--- src/kmlpe_pkg.sv ---
package kmlpe_pkg;

   typedef enum logic {
      FUNC_SNAPSHOT   = 1'b0,
      FUNC_CONTROLLER = 1'b1
   } func_type;

   typedef enum logic [1:0] {
      PROFILE_STANDARD  = 2'd0,
      PROFILE_REP_FIVE  = 2'd1,
      PROFILE_SOFT_KEYS = 2'd2,
      PROFILE_UNUSED    = 2'd3
   } profile_type;

   localparam logic [7:0]  CTRL_RELEASE = 8'h3c;
   localparam logic [7:0]  CTRL_SEIZE   = 8'h3d;

   localparam int          HOOK_BIT     = 19;
   localparam logic [31:0] HOOK_MASK    = 32'h0008_0000;
   localparam logic [31:0] REP_HI_MASK  = 32'h3e00_0000;
   localparam int          REP_FIRST    = 20;

   localparam logic [7:0]  NO_CODE      = 8'hff;
   localparam logic [7:0]  REP_BASE     = 8'h40;
   localparam logic [7:0]  SOFT_BASE    = 8'h90;
   localparam logic [3:0]  NO_DIGIT     = 4'hf;
   localparam logic [7:0]  PORT_RESET   = 8'hff;

   localparam int FN_COUNT    = 20;
   localparam int REP_COUNT   = 10;
   localparam int DIGIT_COUNT = 10;
   localparam int SOFT_COUNT  = 12;

   // matrix bit of each function and digit key, in priority order
   localparam logic [4:0] FN_BIT [FN_COUNT] = '{
      5'd0,  5'd1,  5'd2,  5'd3,  5'd4,  5'd5,  5'd6,  5'd7,
      5'd8,  5'd10, 5'd9,  5'd11, 5'd30, 5'd12, 5'd18,
      5'd13, 5'd14, 5'd15, 5'd16, 5'd17
   };

   localparam logic [7:0] FN_CODE [FN_COUNT] = '{
      8'h22, 8'h24, 8'h26, 8'h28, 8'h2a, 8'h2c, 8'h2e, 8'h30,
      8'h32, 8'h34, 8'h36, 8'h38,
      8'h20, 8'h58, 8'h5a,
      8'h3a, 8'h3c, 8'h3e,
      8'h56, 8'h54
   };

   // matrix bit of digits zero to nine
   localparam logic [4:0] DIGIT_BIT [DIGIT_COUNT] = '{
      5'd10, 5'd0, 5'd1, 5'd2, 5'd3, 5'd4, 5'd5, 5'd6, 5'd7, 5'd8
   };

endpackage

--- src/keypad_matrix_line_port_encoder.sv ---
// Keypad matrix and line port encoder.
// Input channel (req_*): req_func selects a key/line snapshot or a byte from
// the central controller. A snapshot is priority-encoded into a wire code and
// packed, with hook, line and host flags, into the port one and port two
// values; controller bytes release or seize the relay.
// Result channel (rsp_*): one result per input transfer, carrying the stored
// port values, the last wire code, hook and line bits, the no-service tone
// flag and the relay bit.
// Config channel (csr_*): the two-bit user io profile, always ready.
// Path: the input transfer is held in the input register, then the encoded
// result in the result register.
// Throughput: one item per cycle while rsp_ready holds, set by the single
// encode stage between the two registers.
// A stalled result holds in the result register while the input register
// still takes one more item; beyond that req_ready drops until rsp_ready.
// Reset clears both valid flags, the status bits and the profile, and sets
// the port values and wire code to 0xff.
module keypad_matrix_line_port_encoder (
   input  logic                      clock,
   input  logic                      reset,
   input  logic                      csr_valid,
   output logic                      csr_ready,
   input  logic [1:0]                csr_user_io_profile,
   input  logic                      req_valid,
   output logic                      req_ready,
   input  logic                      req_func,
   input  logic [31:0]               req_key_matrix,
   input  logic [11:0]               req_soft_keys,
   input  logic [7:0]                req_line_control,
   input  logic                      req_out_of_service,
   input  logic                      req_voice_on,
   input  logic [7:0]                req_controller_byte,
   output logic                      rsp_valid,
   input  logic                      rsp_ready,
   output logic [7:0]                rsp_port1_value,
   output logic [7:0]                rsp_port2_value,
   output logic [7:0]                rsp_wire_code,
   output logic                      rsp_hook_is_off,
   output logic                      rsp_line_is_ok,
   output logic                      rsp_tone_is_nis,
   output logic                      rsp_relay_held
);
   import kmlpe_pkg::*;

   profile_type profile_ff;

   logic        s0_valid_ff;
   func_type    s0_func_ff;
   logic [31:0] s0_matrix_ff;
   logic [11:0] s0_soft_ff;
   logic [7:0]  s0_line_ff;
   logic        s0_oos_ff;
   logic        s0_voice_ff;
   logic [7:0]  s0_byte_ff;

   logic        relay_ff, relay_in;
   logic        hook_ff, hook_in;
   logic        line_ok_ff, line_ok_in;
   logic        voice_ff, voice_in;
   logic        oos_ff, oos_in;
   logic [7:0]  port1_ff, port1_in;
   logic [7:0]  port2_ff, port2_in;
   logic [7:0]  code_ff, code_in;
   logic        tone_in;

   logic        rsp_valid_ff;
   logic [7:0]  rsp_port1_ff;
   logic [7:0]  rsp_port2_ff;
   logic [7:0]  rsp_code_ff;
   logic        rsp_hook_ff;
   logic        rsp_line_ff;
   logic        rsp_tone_ff;
   logic        rsp_relay_ff;

   logic        req_take;
   logic        s1_load;

   logic [31:0] keys;
   logic [11:0] soft_bits;
   logic        soft_single;
   logic [7:0]  key_code;
   logic [3:0]  digit;

   assign csr_ready = 1'b1;
   assign s1_load   = s0_valid_ff && (!rsp_valid_ff || rsp_ready);
   assign req_ready = !s0_valid_ff || s1_load;
   assign req_take  = req_valid && req_ready;

   always_ff @(posedge clock) begin
      if (reset) begin
         profile_ff <= PROFILE_STANDARD;
      end else if (csr_valid) begin
         profile_ff <= profile_type'(csr_user_io_profile);
      end
   end

   // input register
   always_ff @(posedge clock) begin
      if (reset) begin
         s0_valid_ff <= 1'b0;
      end else if (req_ready) begin
         s0_valid_ff <= req_valid;
      end
   end

   always_ff @(posedge clock) begin
      if (req_take) begin
         s0_func_ff   <= func_type'(req_func);
         s0_matrix_ff <= req_key_matrix;
         s0_soft_ff   <= req_soft_keys;
         s0_line_ff   <= req_line_control;
         s0_oos_ff    <= req_out_of_service;
         s0_voice_ff  <= req_voice_on;
         s0_byte_ff   <= req_controller_byte;
      end
   end

   // key priority: function and digit keys, then repertory, then soft keys
   always_comb begin
      keys = s0_matrix_ff & ~HOOK_MASK;
      if (profile_ff == PROFILE_REP_FIVE) begin
         keys = keys & ~REP_HI_MASK;
      end
      soft_bits   = s0_soft_ff;
      soft_single = (soft_bits != 12'd0) && ((soft_bits & (soft_bits - 12'd1)) == 12'd0);
      key_code    = NO_CODE;
      if (profile_ff == PROFILE_SOFT_KEYS && soft_single) begin
         for (int i = SOFT_COUNT - 1; i >= 0; i--) begin
            if (soft_bits[i]) begin
               key_code = SOFT_BASE | 8'(i);
            end
         end
      end
      for (int i = REP_COUNT - 1; i >= 0; i--) begin
         if (keys[REP_FIRST + i]) begin
            key_code = REP_BASE | 8'(2 * i);
         end
      end
      for (int i = FN_COUNT - 1; i >= 0; i--) begin
         if (keys[FN_BIT[i]]) begin
            key_code = FN_CODE[i];
         end
      end
   end

   // legacy digit path looks at the unmasked matrix
   always_comb begin
      digit = NO_DIGIT;
      for (int i = DIGIT_COUNT - 1; i >= 0; i--) begin
         if (s0_matrix_ff[DIGIT_BIT[i]]) begin
            digit = 4'(i);
         end
      end
   end

   always_comb begin
      relay_in   = relay_ff;
      hook_in    = hook_ff;
      line_ok_in = line_ok_ff;
      voice_in   = voice_ff;
      oos_in     = oos_ff;
      port1_in   = port1_ff;
      port2_in   = port2_ff;
      code_in    = code_ff;
      unique case (s0_func_ff)
         FUNC_SNAPSHOT: begin
            hook_in    = s0_matrix_ff[HOOK_BIT];
            line_ok_in = s0_line_ff[0];
            oos_in     = s0_oos_ff;
            voice_in   = s0_voice_ff;
            code_in    = key_code;
            if (key_code != NO_CODE) begin
               port1_in = {!hook_in, 1'b1, key_code[5:0]};
               port2_in = {s0_line_ff[7] | s0_voice_ff, s0_line_ff[6] | s0_oos_ff,
                           key_code[7:6], s0_line_ff[3:0]};
            end else begin
               port1_in = {!hook_in, 3'b000, digit};
               port2_in = {s0_voice_ff, s0_oos_ff, s0_line_ff[5:0]};
            end
         end
         FUNC_CONTROLLER: begin
            if (s0_byte_ff == CTRL_RELEASE) begin
               relay_in = 1'b0;
            end else if (s0_byte_ff == CTRL_SEIZE) begin
               relay_in = 1'b1;
            end
         end
         default: begin
         end
      endcase
      tone_in = hook_in && !voice_in && oos_in && !relay_in;
   end

   always_ff @(posedge clock) begin
      if (reset) begin
         relay_ff   <= 1'b0;
         hook_ff    <= 1'b0;
         line_ok_ff <= 1'b0;
         voice_ff   <= 1'b0;
         oos_ff     <= 1'b0;
         port1_ff   <= PORT_RESET;
         port2_ff   <= PORT_RESET;
         code_ff    <= NO_CODE;
      end else if (s1_load) begin
         relay_ff   <= relay_in;
         hook_ff    <= hook_in;
         line_ok_ff <= line_ok_in;
         voice_ff   <= voice_in;
         oos_ff     <= oos_in;
         port1_ff   <= port1_in;
         port2_ff   <= port2_in;
         code_ff    <= code_in;
      end
   end

   // result register
   always_ff @(posedge clock) begin
      if (reset) begin
         rsp_valid_ff <= 1'b0;
      end else begin
         rsp_valid_ff <= s1_load || (rsp_valid_ff && !rsp_ready);
      end
   end

   always_ff @(posedge clock) begin
      if (s1_load) begin
         rsp_port1_ff <= port1_in;
         rsp_port2_ff <= port2_in;
         rsp_code_ff  <= code_in;
         rsp_hook_ff  <= hook_in;
         rsp_line_ff  <= line_ok_in;
         rsp_tone_ff  <= tone_in;
         rsp_relay_ff <= relay_in;
      end
   end

   assign rsp_valid       = rsp_valid_ff;
   assign rsp_port1_value = rsp_port1_ff;
   assign rsp_port2_value = rsp_port2_ff;
   assign rsp_wire_code   = rsp_code_ff;
   assign rsp_hook_is_off = rsp_hook_ff;
   assign rsp_line_is_ok  = rsp_line_ff;
   assign rsp_tone_is_nis = rsp_tone_ff;
   assign rsp_relay_held  = rsp_relay_ff;

   // tone only while off hook and relay not seized
   a_tone_gated: assert property (@(posedge clock) disable iff (reset)
      rsp_valid |-> !(rsp_tone_is_nis && (rsp_relay_held || !rsp_hook_is_off)))
      else $error("tone flag set while on hook or relay seized");

   // a resolved wire code always sets port one bit 6
   a_code_flag: assert property (@(posedge clock) disable iff (reset)
      (rsp_valid && (rsp_wire_code != NO_CODE)) |-> rsp_port1_value[6])
      else $error("port one code flag disagrees with wire code");

   // port one bit 7 is the inverted hook state
   a_hook_bit: assert property (@(posedge clock) disable iff (reset)
      rsp_valid |-> (rsp_port1_value[7] == !rsp_hook_is_off))
      else $error("port one hook bit disagrees with hook state");

   // a load of the result register never drops a held result
   a_no_overwrite: assert property (@(posedge clock) disable iff (reset)
      (rsp_valid_ff && !rsp_ready) |-> !s1_load)
      else $error("result register overwritten while stalled");

endmodule

--- config.mk ---
export PLATFORM = sky130hd
export DESIGN_NAME = keypad_matrix_line_port_encoder
export DESIGN_NICKNAME = d
export VERILOG_FILES = /design/src/kmlpe_pkg.sv /design/src/keypad_matrix_line_port_encoder.sv
export SDC_FILE = /design/constraint.sdc
export NUM_CORES = 1
export LEC_CHECK = 0
export BUFFER_PORTS_ARGS = -buffer_cell sky130_fd_sc_hd__buf_2
export CELL_PAD_IN_SITES_DETAIL_PLACEMENT = 1
export CELL_PAD_IN_SITES_GLOBAL_PLACEMENT = 1
export CORE_AREA = 5 5 111 113
export DETAILED_ROUTE_END_ITERATION = 8
export DIE_AREA = 0 0 116 118
export PLACE_DENSITY = 0.94
export RECOVER_POWER = 50
export REMOVE_ABC_BUFFERS = 1
export SLEW_MARGIN = 10
export SYNTH_ARGS = -nofsm -noshare
export SYNTH_HDL_FRONTEND = slang
export SYNTH_SLANG_ARGS = --single-unit
export TNS_END_PERCENT = 100
--- constraint.sdc ---
create_clock -name clock -period 4.7 [get_ports clock]
set_input_delay 0.94 -clock clock [delete_from_list [all_inputs] [get_ports clock]]
set_output_delay 0.94 -clock clock [all_outputs]
set_load 0.02 [all_outputs]
==> results of run 1 <==
## routing by layer
metal  track usage [%]  routed length (µm)  vias to the layer above
li1                  -                   -                     1842
met1              24.0                5500                     1930
met2              36.8                7400                      131
met3              5.14                 694                       31
met4              9.79                 357                        0
met5                 0                   0                        -
## kinds of logic after synthesis
| group | share of synthesized area (%) |
|---|---|
| AOI/OAI and AO/OA | 14.0 |
| muxes | 1.92 |
| other | 0.0729 |
| and+or+nand+nor | 16.3 |
| buffers and inverters | 2.34 |
| DFF | 65.4 |
## power by group
group          switching (mW)  leakage [nW]  internal [mW]
Combinational           0.120         0.895         0.0677
Sequential             0.0426          1.13           1.23
Clock                   0.489         0.310          0.898
Total                   0.651          2.33           2.20
## area by class of cell
cell class / count / area [µm²]
Inverter: 14 / 52.6
Sequential cell: 123 / 3360
Clock buffer: 19 / 475
Multi-Input combinational cell: 277 / 1660
Tap cell: 143 / 179
Timing Repair Buffer: 101 / 473
Fill cell: 1202 / 4860
Clock inverter: 12 / 160
## how the worst max path moves through the flow
stage,from,to
after floorplan,rsp_ready,code_ff[1]$_SDFFE_PP1P_
after global placement,rsp_ready,port1_ff[4]$_SDFFE_PP1P_
after detailed placement,rsp_ready,port1_ff[4]$_SDFFE_PP1P_
after CTS,rsp_ready,port1_ff[4]$_SDFFE_PP1P_
after global routing,rsp_ready,s0_matrix_ff[13]$_DFFE_PP_
final,rsp_ready,s0_matrix_ff[11]$_DFFE_PP_
## worst min-delay path: cells and delay by family, from the launching register on
| kind | cells | cell delay, ns |
|---|---|---|
| AO/OA/AOI/OAI | 2 | 0.12 |
| flip-flops | 1 | 0.33 |
## layout by cell type (no fill, tap or decap), types with 3 or more instances in the layout
master     instances
a211o_1            3
a211oi_1           8
a211oi_2           3
a21o_1             4
a21oi_1           31
a31o_2             3
a31oi_1            6
buf_2             66
buf_4              3
bufinv_16          3
clkbuf_1          32
clkbuf_16         19
clkinv_4           4
dfxtp_1           33
edfxtp_1          90
inv_1             14
mux2_1             3
mux2_2             4
nand2_1           41
nand2b_1           5
nand3_1            9
nand3b_1           4
nand4_1            6
nor2_1            40
nor2b_1            6
nor3_1            21
nor4_1            11
o211ai_1           3
o21ai_0           17
o21bai_1           4
o31ai_1            3
or2_2              3
or4_1              3
## metrics by stage
stage               utilization [%]  setup slack, ns  instances  area [µm²]  hold slack [ns]
floorplan                         -             1.30        414        5070            0.430
global placement               51.4             1.59        658        5770            0.445
detailed placement             51.4             1.38        658        5770            0.456
CTS                            57.0             1.74        689        6400            0.475
global route                   56.7            0.941        689        6360            0.503
finish                         56.7             1.12        689        6360            0.475
## cell usage after synthesis, types with 7 or more instances
cell	instances
edfxtp_1	90
nand2_1	41
nor2_1	40
dfxtp_1	33
a21oi_1	31
nor3_1	21
o21ai_0	17
inv_1	14
clkbuf_1	11
nor4_1	11
nand3_1	9
a211oi_1	8
mux2_2	7
## registers in the layout, summed over array words and instances (netlist names), 2 cells and up
signal           count
rsp_port2_value      8
port2_ff             8
s0_line_ff           8
rsp_wire_code        8
rsp_port1_value      8
code_ff              8
profile_ff           2
port1_ff             8
s0_soft_ff          12
s0_matrix_ff        31
s0_byte_ff           8
==> impl_metrics.yaml, run 1 <==
status:
  outcome: "finished, violations left"
  failed_checks: "capacitance limit, slew limit"
power:
  ir_worst_vdd_mv: 0.220
  power.density_nw_per_um2: 448
  power.leakage_nw: 2.33
  finalPower_mw: 2.85
worst_setup_path:
  max_stage_delay_ns: 1.87
  crit_type: "primary input to flop"
  cp.required_ns: 4.78
  reg2reg_depth: 4
  cp-start-kind: "primary input"
  reg2reg_to: "s0_matrix_ff[11]$_DFFE_PP_"
  rrSetupSlack_ns: 1.31
  critPathCaptureType: "flop"
  crit_cells: 5
  cp_num_buf_inv: 2
  crit_family: "simple AND/OR/NAND/NOR gates"
  arrival_ns: 3.66
  crit_slowest_cell: "and2_0"
  crit_chain: "buf_2 -> nor2b_1 -> nand2_1 -> and2_0 -> buf_4"
  r2r-start: "rsp_valid$_SDFF_PP0_"
  crit_fanout: 36
clock_network:
  cts-root-buf: "clkbuf_16"
  holdBufCountCts: 0
  clock_path_buffers: 2
  cts_tree: "yes"
  path_clk_slew_ns: 0.06
  insertion_delay_ns: 0.42
  cts_buffers: 17
  cts_max_level: 4
  cts_resized: 0
  cts_setup_buffers: 0
  cts.sinks: 123
layout:
  area_growth_syn_to_layout_pct: 23.7
  drive_gt1_share_pct: 22.5
  nNetsFinal: 604
  antenna_cells: 0
synthesis:
  synth_warnings: 0
  synth_top_area_share_pct: 52.6
  ys_ff_latch: 123
  synth_area_um2: 5140
  synth.distinct_cells: 61
  async_reset_ff_share_pct: 0
  synth-main-ff-cell: "edfxtp_1"
  synth-edff-count: 90
  yosys.area.top_type: "edfxtp_1"
  netlist_instances: 429
  synth_area_leaders: "edfxtp_1 53%, dfxtp_1 13%, a21oi_1 3.0%"
  synth-seq-area-share_pct: 65.4
  syn_area_per_cell_um2: 12.0
sta:
  finalCritPeriodShare_pct: 76.2
  relSlewSlack_pct: -69.8
  fin_tns_setup_ns: 0
  drv_slew: 77
  tightest_slew_ns: 2.55
  rsz0062_at_grt: "no"
  setup-violations-final: 0
  finClkSkew_ns: 0.00934
  fmax_mhz: 279
  min_period_ns: 3.58
  hold_viol_final: 0
global_routing:
  grt_max_degree: 42
  grt-ovfl-total: 0
  track_usage_pct: 21.1
  antenna_found_initial: 0
  grt_pass1_wl_um: 22100
  grt_pass1_vias: 4252
worst_hold_path:
  holdPathEnd: "code_ff[0]$_SDFFE_PP1P_"
  worstHoldPathCells: 2
  hold_start: "code_ff[0]$_SDFFE_PP1P_"
  min_path_type: "flop to flop"
routing:
  dr.first_iter.drc_count: 237
  vias: 3934
  routed_wl_um: 14000
  first_pass_iters: 4
  viasPerCell: 5.71
  ant_nets: 0
  drc_errors: 0
  wl_per_cell_um: 20.3
die:
  die_area_um2: 13700
  core_area_um2: 11200
  die_h_um: 118
  start_util_pct: 45.8
  rows: 39
  io_pins: 101
  dieWidth_um: 116
placed_design:
  place_hpwl_um: 9130
  port_buffers: 98
  globalplace.congestion: 0.846
run:
  drv_cap: 2
Power figures use the tool's default switching activity.
==> run 2, diff against run 1 <==
--- a/config.mk
+++ b/config.mk
@@ -5,13 +5,14 @@
 export SDC_FILE = /design/constraint.sdc
 export NUM_CORES = 1
 export LEC_CHECK = 0
+export ABC_AREA = 1
 export BUFFER_PORTS_ARGS = -buffer_cell sky130_fd_sc_hd__buf_2
 export CELL_PAD_IN_SITES_DETAIL_PLACEMENT = 1
 export CELL_PAD_IN_SITES_GLOBAL_PLACEMENT = 1
-export CORE_AREA = 5 5 111 113
+export CORE_AREA = 5 5 121 123
 export DETAILED_ROUTE_END_ITERATION = 8
-export DIE_AREA = 0 0 116 118
-export PLACE_DENSITY = 0.94
+export DIE_AREA = 0 0 126 128
+export PLACE_DENSITY = 0.85
 export RECOVER_POWER = 50
 export REMOVE_ABC_BUFFERS = 1
 export SLEW_MARGIN = 10
==> constraint.sdc (replaced) <==
create_clock -name clock -period 3.1 [get_ports clock]
set_input_delay 0.62 -clock clock [delete_from_list [all_inputs] [get_ports clock]]
set_output_delay 0.62 -clock clock [all_outputs]
set_load 0.02 [all_outputs]
==> run 2 against run 1 <==
Effect of this change:
- largest cell class unchanged
- synthesized area fell by 3.2%
- worst hold slack lost 0.10 ns
- critical path depth up 13
- cell area decreased by 1.4%
- largest power group unchanged
- utilization down 10 points
- the run now ends clean
- global-route usage shrank 4.6 points
- final cell count increased by 15%
==> impl_metrics.yaml, run 2 <==
clock_network:
  cts-root-buf: "clkbuf_16"
  cts_tree: "yes"
  holdBufCountCts: 0
  cts_resized: 0
  insertion_delay_ns: 0.42
  cts_setup_buffers: 0
  cts_buffers: 17
  cts.sinks: 123
  cts_max_level: 4
  clock_path_buffers: 2
  path_clk_slew_ns: 0.06
synthesis:
  synth.distinct_cells: 34
  synth-edff-count: 90
  ys_ff_latch: 123
  synth-seq-area-share_pct: 67.6
  synth_top_area_share_pct: 54.3
  synth-main-ff-cell: "edfxtp_1"
  netlist_instances: 489
  syn_area_per_cell_um2: 10.2
  synth_warnings: 0
  yosysMostFrequentCell: "nand2_1"
  async_reset_ff_share_pct: 0
  synth_area_leaders: "edfxtp_1 54%, dfxtp_1 13%, nand2_1 11%"
  yosys.area.top_type: "edfxtp_1"
  synth_area_um2: 4980
  synth_common_cells: "149 x nand2_1, 90 x edfxtp_1, 39 x inv_1"
worst_setup_path:
  reg2reg_to: "rsp_wire_code[2]$_DFFE_PP_"
  crit_fanout: 5
  reg2reg_depth: 18
  cp.required_ns: 3.22
  arrival_ns: 2.88
  rrSetupSlack_ns: 0.35
  critPathCaptureType: "flop"
  r2r-start: "s0_soft_ff[6]$_DFFE_PP_"
  crit_type: "flop to flop"
  cp-start-kind: "flop"
layout:
  antenna_cells: 0
  reg.largest.list: "s0_matrix_ff: 31 flops, s0_soft_ff: 12 flops"
  seqCellArea_um2: 3360
  nNetsFinal: 667
  final_cell_mix: "149 x nand2_1, 90 x edfxtp_1, 85 x buf_2"
  final_common_cell: "nand2_1"
  fillCellCount: 1548
  multi_input_area_um2: 1400
  area_growth_syn_to_layout_pct: 26.0
  drive_gt1_share_pct: 22.6
  largest_register: "s0_matrix_ff"
  largest_reg_flops: 31
sta:
  min_period_ns: 2.75
  relSlewSlack_pct: 15.0
  fin_tns_setup_ns: 0
  finClkSkew_ns: 0.0192
  hold_viol_final: 0
  finalCritPeriodShare_pct: 88.8
  drv_slew: 0
  rsz0062_at_grt: "no"
  fmax_mhz: 363
  tightest_slew_ns: 1.28
  setup-violations-final: 0
  setup_ws_ns: 0.347
placed_design:
  place_ws_ns: 0.400
  place_hpwl_um: 8940
  globalplace.congestion: 0.802
  port_buffers: 98
global_routing:
  track_usage_pct: 16.5
  grt_pass1_wl_um: 20600
  antenna_found_initial: 0
  grt_pass1_vias: 4228
  grt_max_degree: 41
  grt-ovfl-total: 0
die:
  io_pins: 101
  rows: 43
  dieWidth_um: 126
  die_h_um: 128
  start_util_pct: 36.7
  core_area_um2: 13600
  die_area_um2: 16100
power:
  ir_worst_vdd_mv: 0.317
  power.density_nw_per_um2: 672
  power.leakage_nw: 2.61
worst_hold_path:
  hold_start: "req_voice_on"
  holdPathEnd: "s0_voice_ff$_DFFE_PP_"
  worstHoldPathCells: 1
  min_path_type: "primary input to flop"
routing:
  wl_per_cell_um: 16.2
  first_pass_iters: 4
  dr.first_iter.drc_count: 213
  vias: 3866
  routed_wl_um: 12800
  viasPerCell: 4.89
  drc_errors: 0
  ant_nets: 0
status:
  outcome: "completed"
run:
  drv_cap: 0
-- run 2: worst max path at each step --
| stage | startpoint | endpoint | slack (ns) |
|---|---|---|---|
| floorplan | rsp_ready | line_ok_ff$_SDFFE_PP0P_ | 0.1 |
| global placement | s0_soft_ff[1]$_DFFE_PP_ | rsp_port1_value[1]$_DFFE_PP_ | 0.52 |
| detailed placement | s0_soft_ff[6]$_DFFE_PP_ | rsp_wire_code[2]$_DFFE_PP_ | 0.40 |
| CTS | s0_soft_ff[6]$_DFFE_PP_ | rsp_wire_code[2]$_DFFE_PP_ | 0.29 |
| global route | s0_soft_ff[6]$_DFFE_PP_ | code_ff[2]$_SDFFE_PP1P_ | 0.06 |
| finish | s0_soft_ff[6]$_DFFE_PP_ | rsp_wire_code[2]$_DFFE_PP_ | 0.35 |
-- run 2: logic make-up after synthesis --
logic type	share of synthesized area (%)
flops	67.6
other cells	0.0753
buf+inv	4.32
simple gates	19.9
compound gates	7.94
mux	0.226
-- run 2: area by class of cell --
| type | count | area share [%] |
|---|---|---|
| clock buffer | 19 | 7.22 |
| timing repair buffer | 103 | 8.50 |
| tap | 180 | 3.59 |
| inverter | 41 | 2.45 |
| sequential | 123 | 53.6 |
| multi-input combinational | 311 | 22.3 |
| clock inverter | 13 | 2.27 |
-- run 2: metal layers --
| metal | routed length, µm | vias to the layer above | GRT usage, % |
|---|---|---|---|
| met3 | 503 | 23 | 4.92 |
| met4 | 260 | 0 | 7.13 |
| li1 | - | 1869 | - |
| met1 | 5480 | 1885 | 19.2 |
| met2 | 6590 | 89 | 28.4 |
| met5 | 0 | - | 0 |
-- run 2: critical path: stages (launching register included) --
cell,delay (ns)
edfxtp_1,0.46
nor2_1,0.22
nand2_1,0.13
nor2_2,0.21
nand2_1,0.08
nand2_1,0.07
nand2_2,0.06
nor2_4,0.12
nand2_1,0.14
o21ai_0,0.20
nand2_1,0.07
nand3_1,0.07
nand2_1,0.06
nand2_1,0.07
nand3_1,0.06
nand3_1,0.08
nand3_1,0.08
nand2_1,0.11
o21ai_0,0.16
-- run 2: metrics by stage --
stage	total power [mW]	utilization [%]	cell area, µm²	cells	hold WS (ns)
6_report	4.22	46.2	6270	790	0.373
5_1_grt	4.40	46.2	6270	790	0.347
3_5_place_dp	2.30	42.0	5690	758	0.457
2_1_floorplan	2.15	-	4920	475	0.426
4_1_cts	4.27	46.4	6290	790	0.353
3_3_place_gp	2.27	42.0	5690	758	0.443
-- run 2: power breakdown --
| part | internal [mW] | switching (mW) |
|---|---|---|
| Clock | 1.23 | 0.724 |
| Combinational | 0.112 | 0.217 |
| Sequential | 1.88 | 0.0513 |
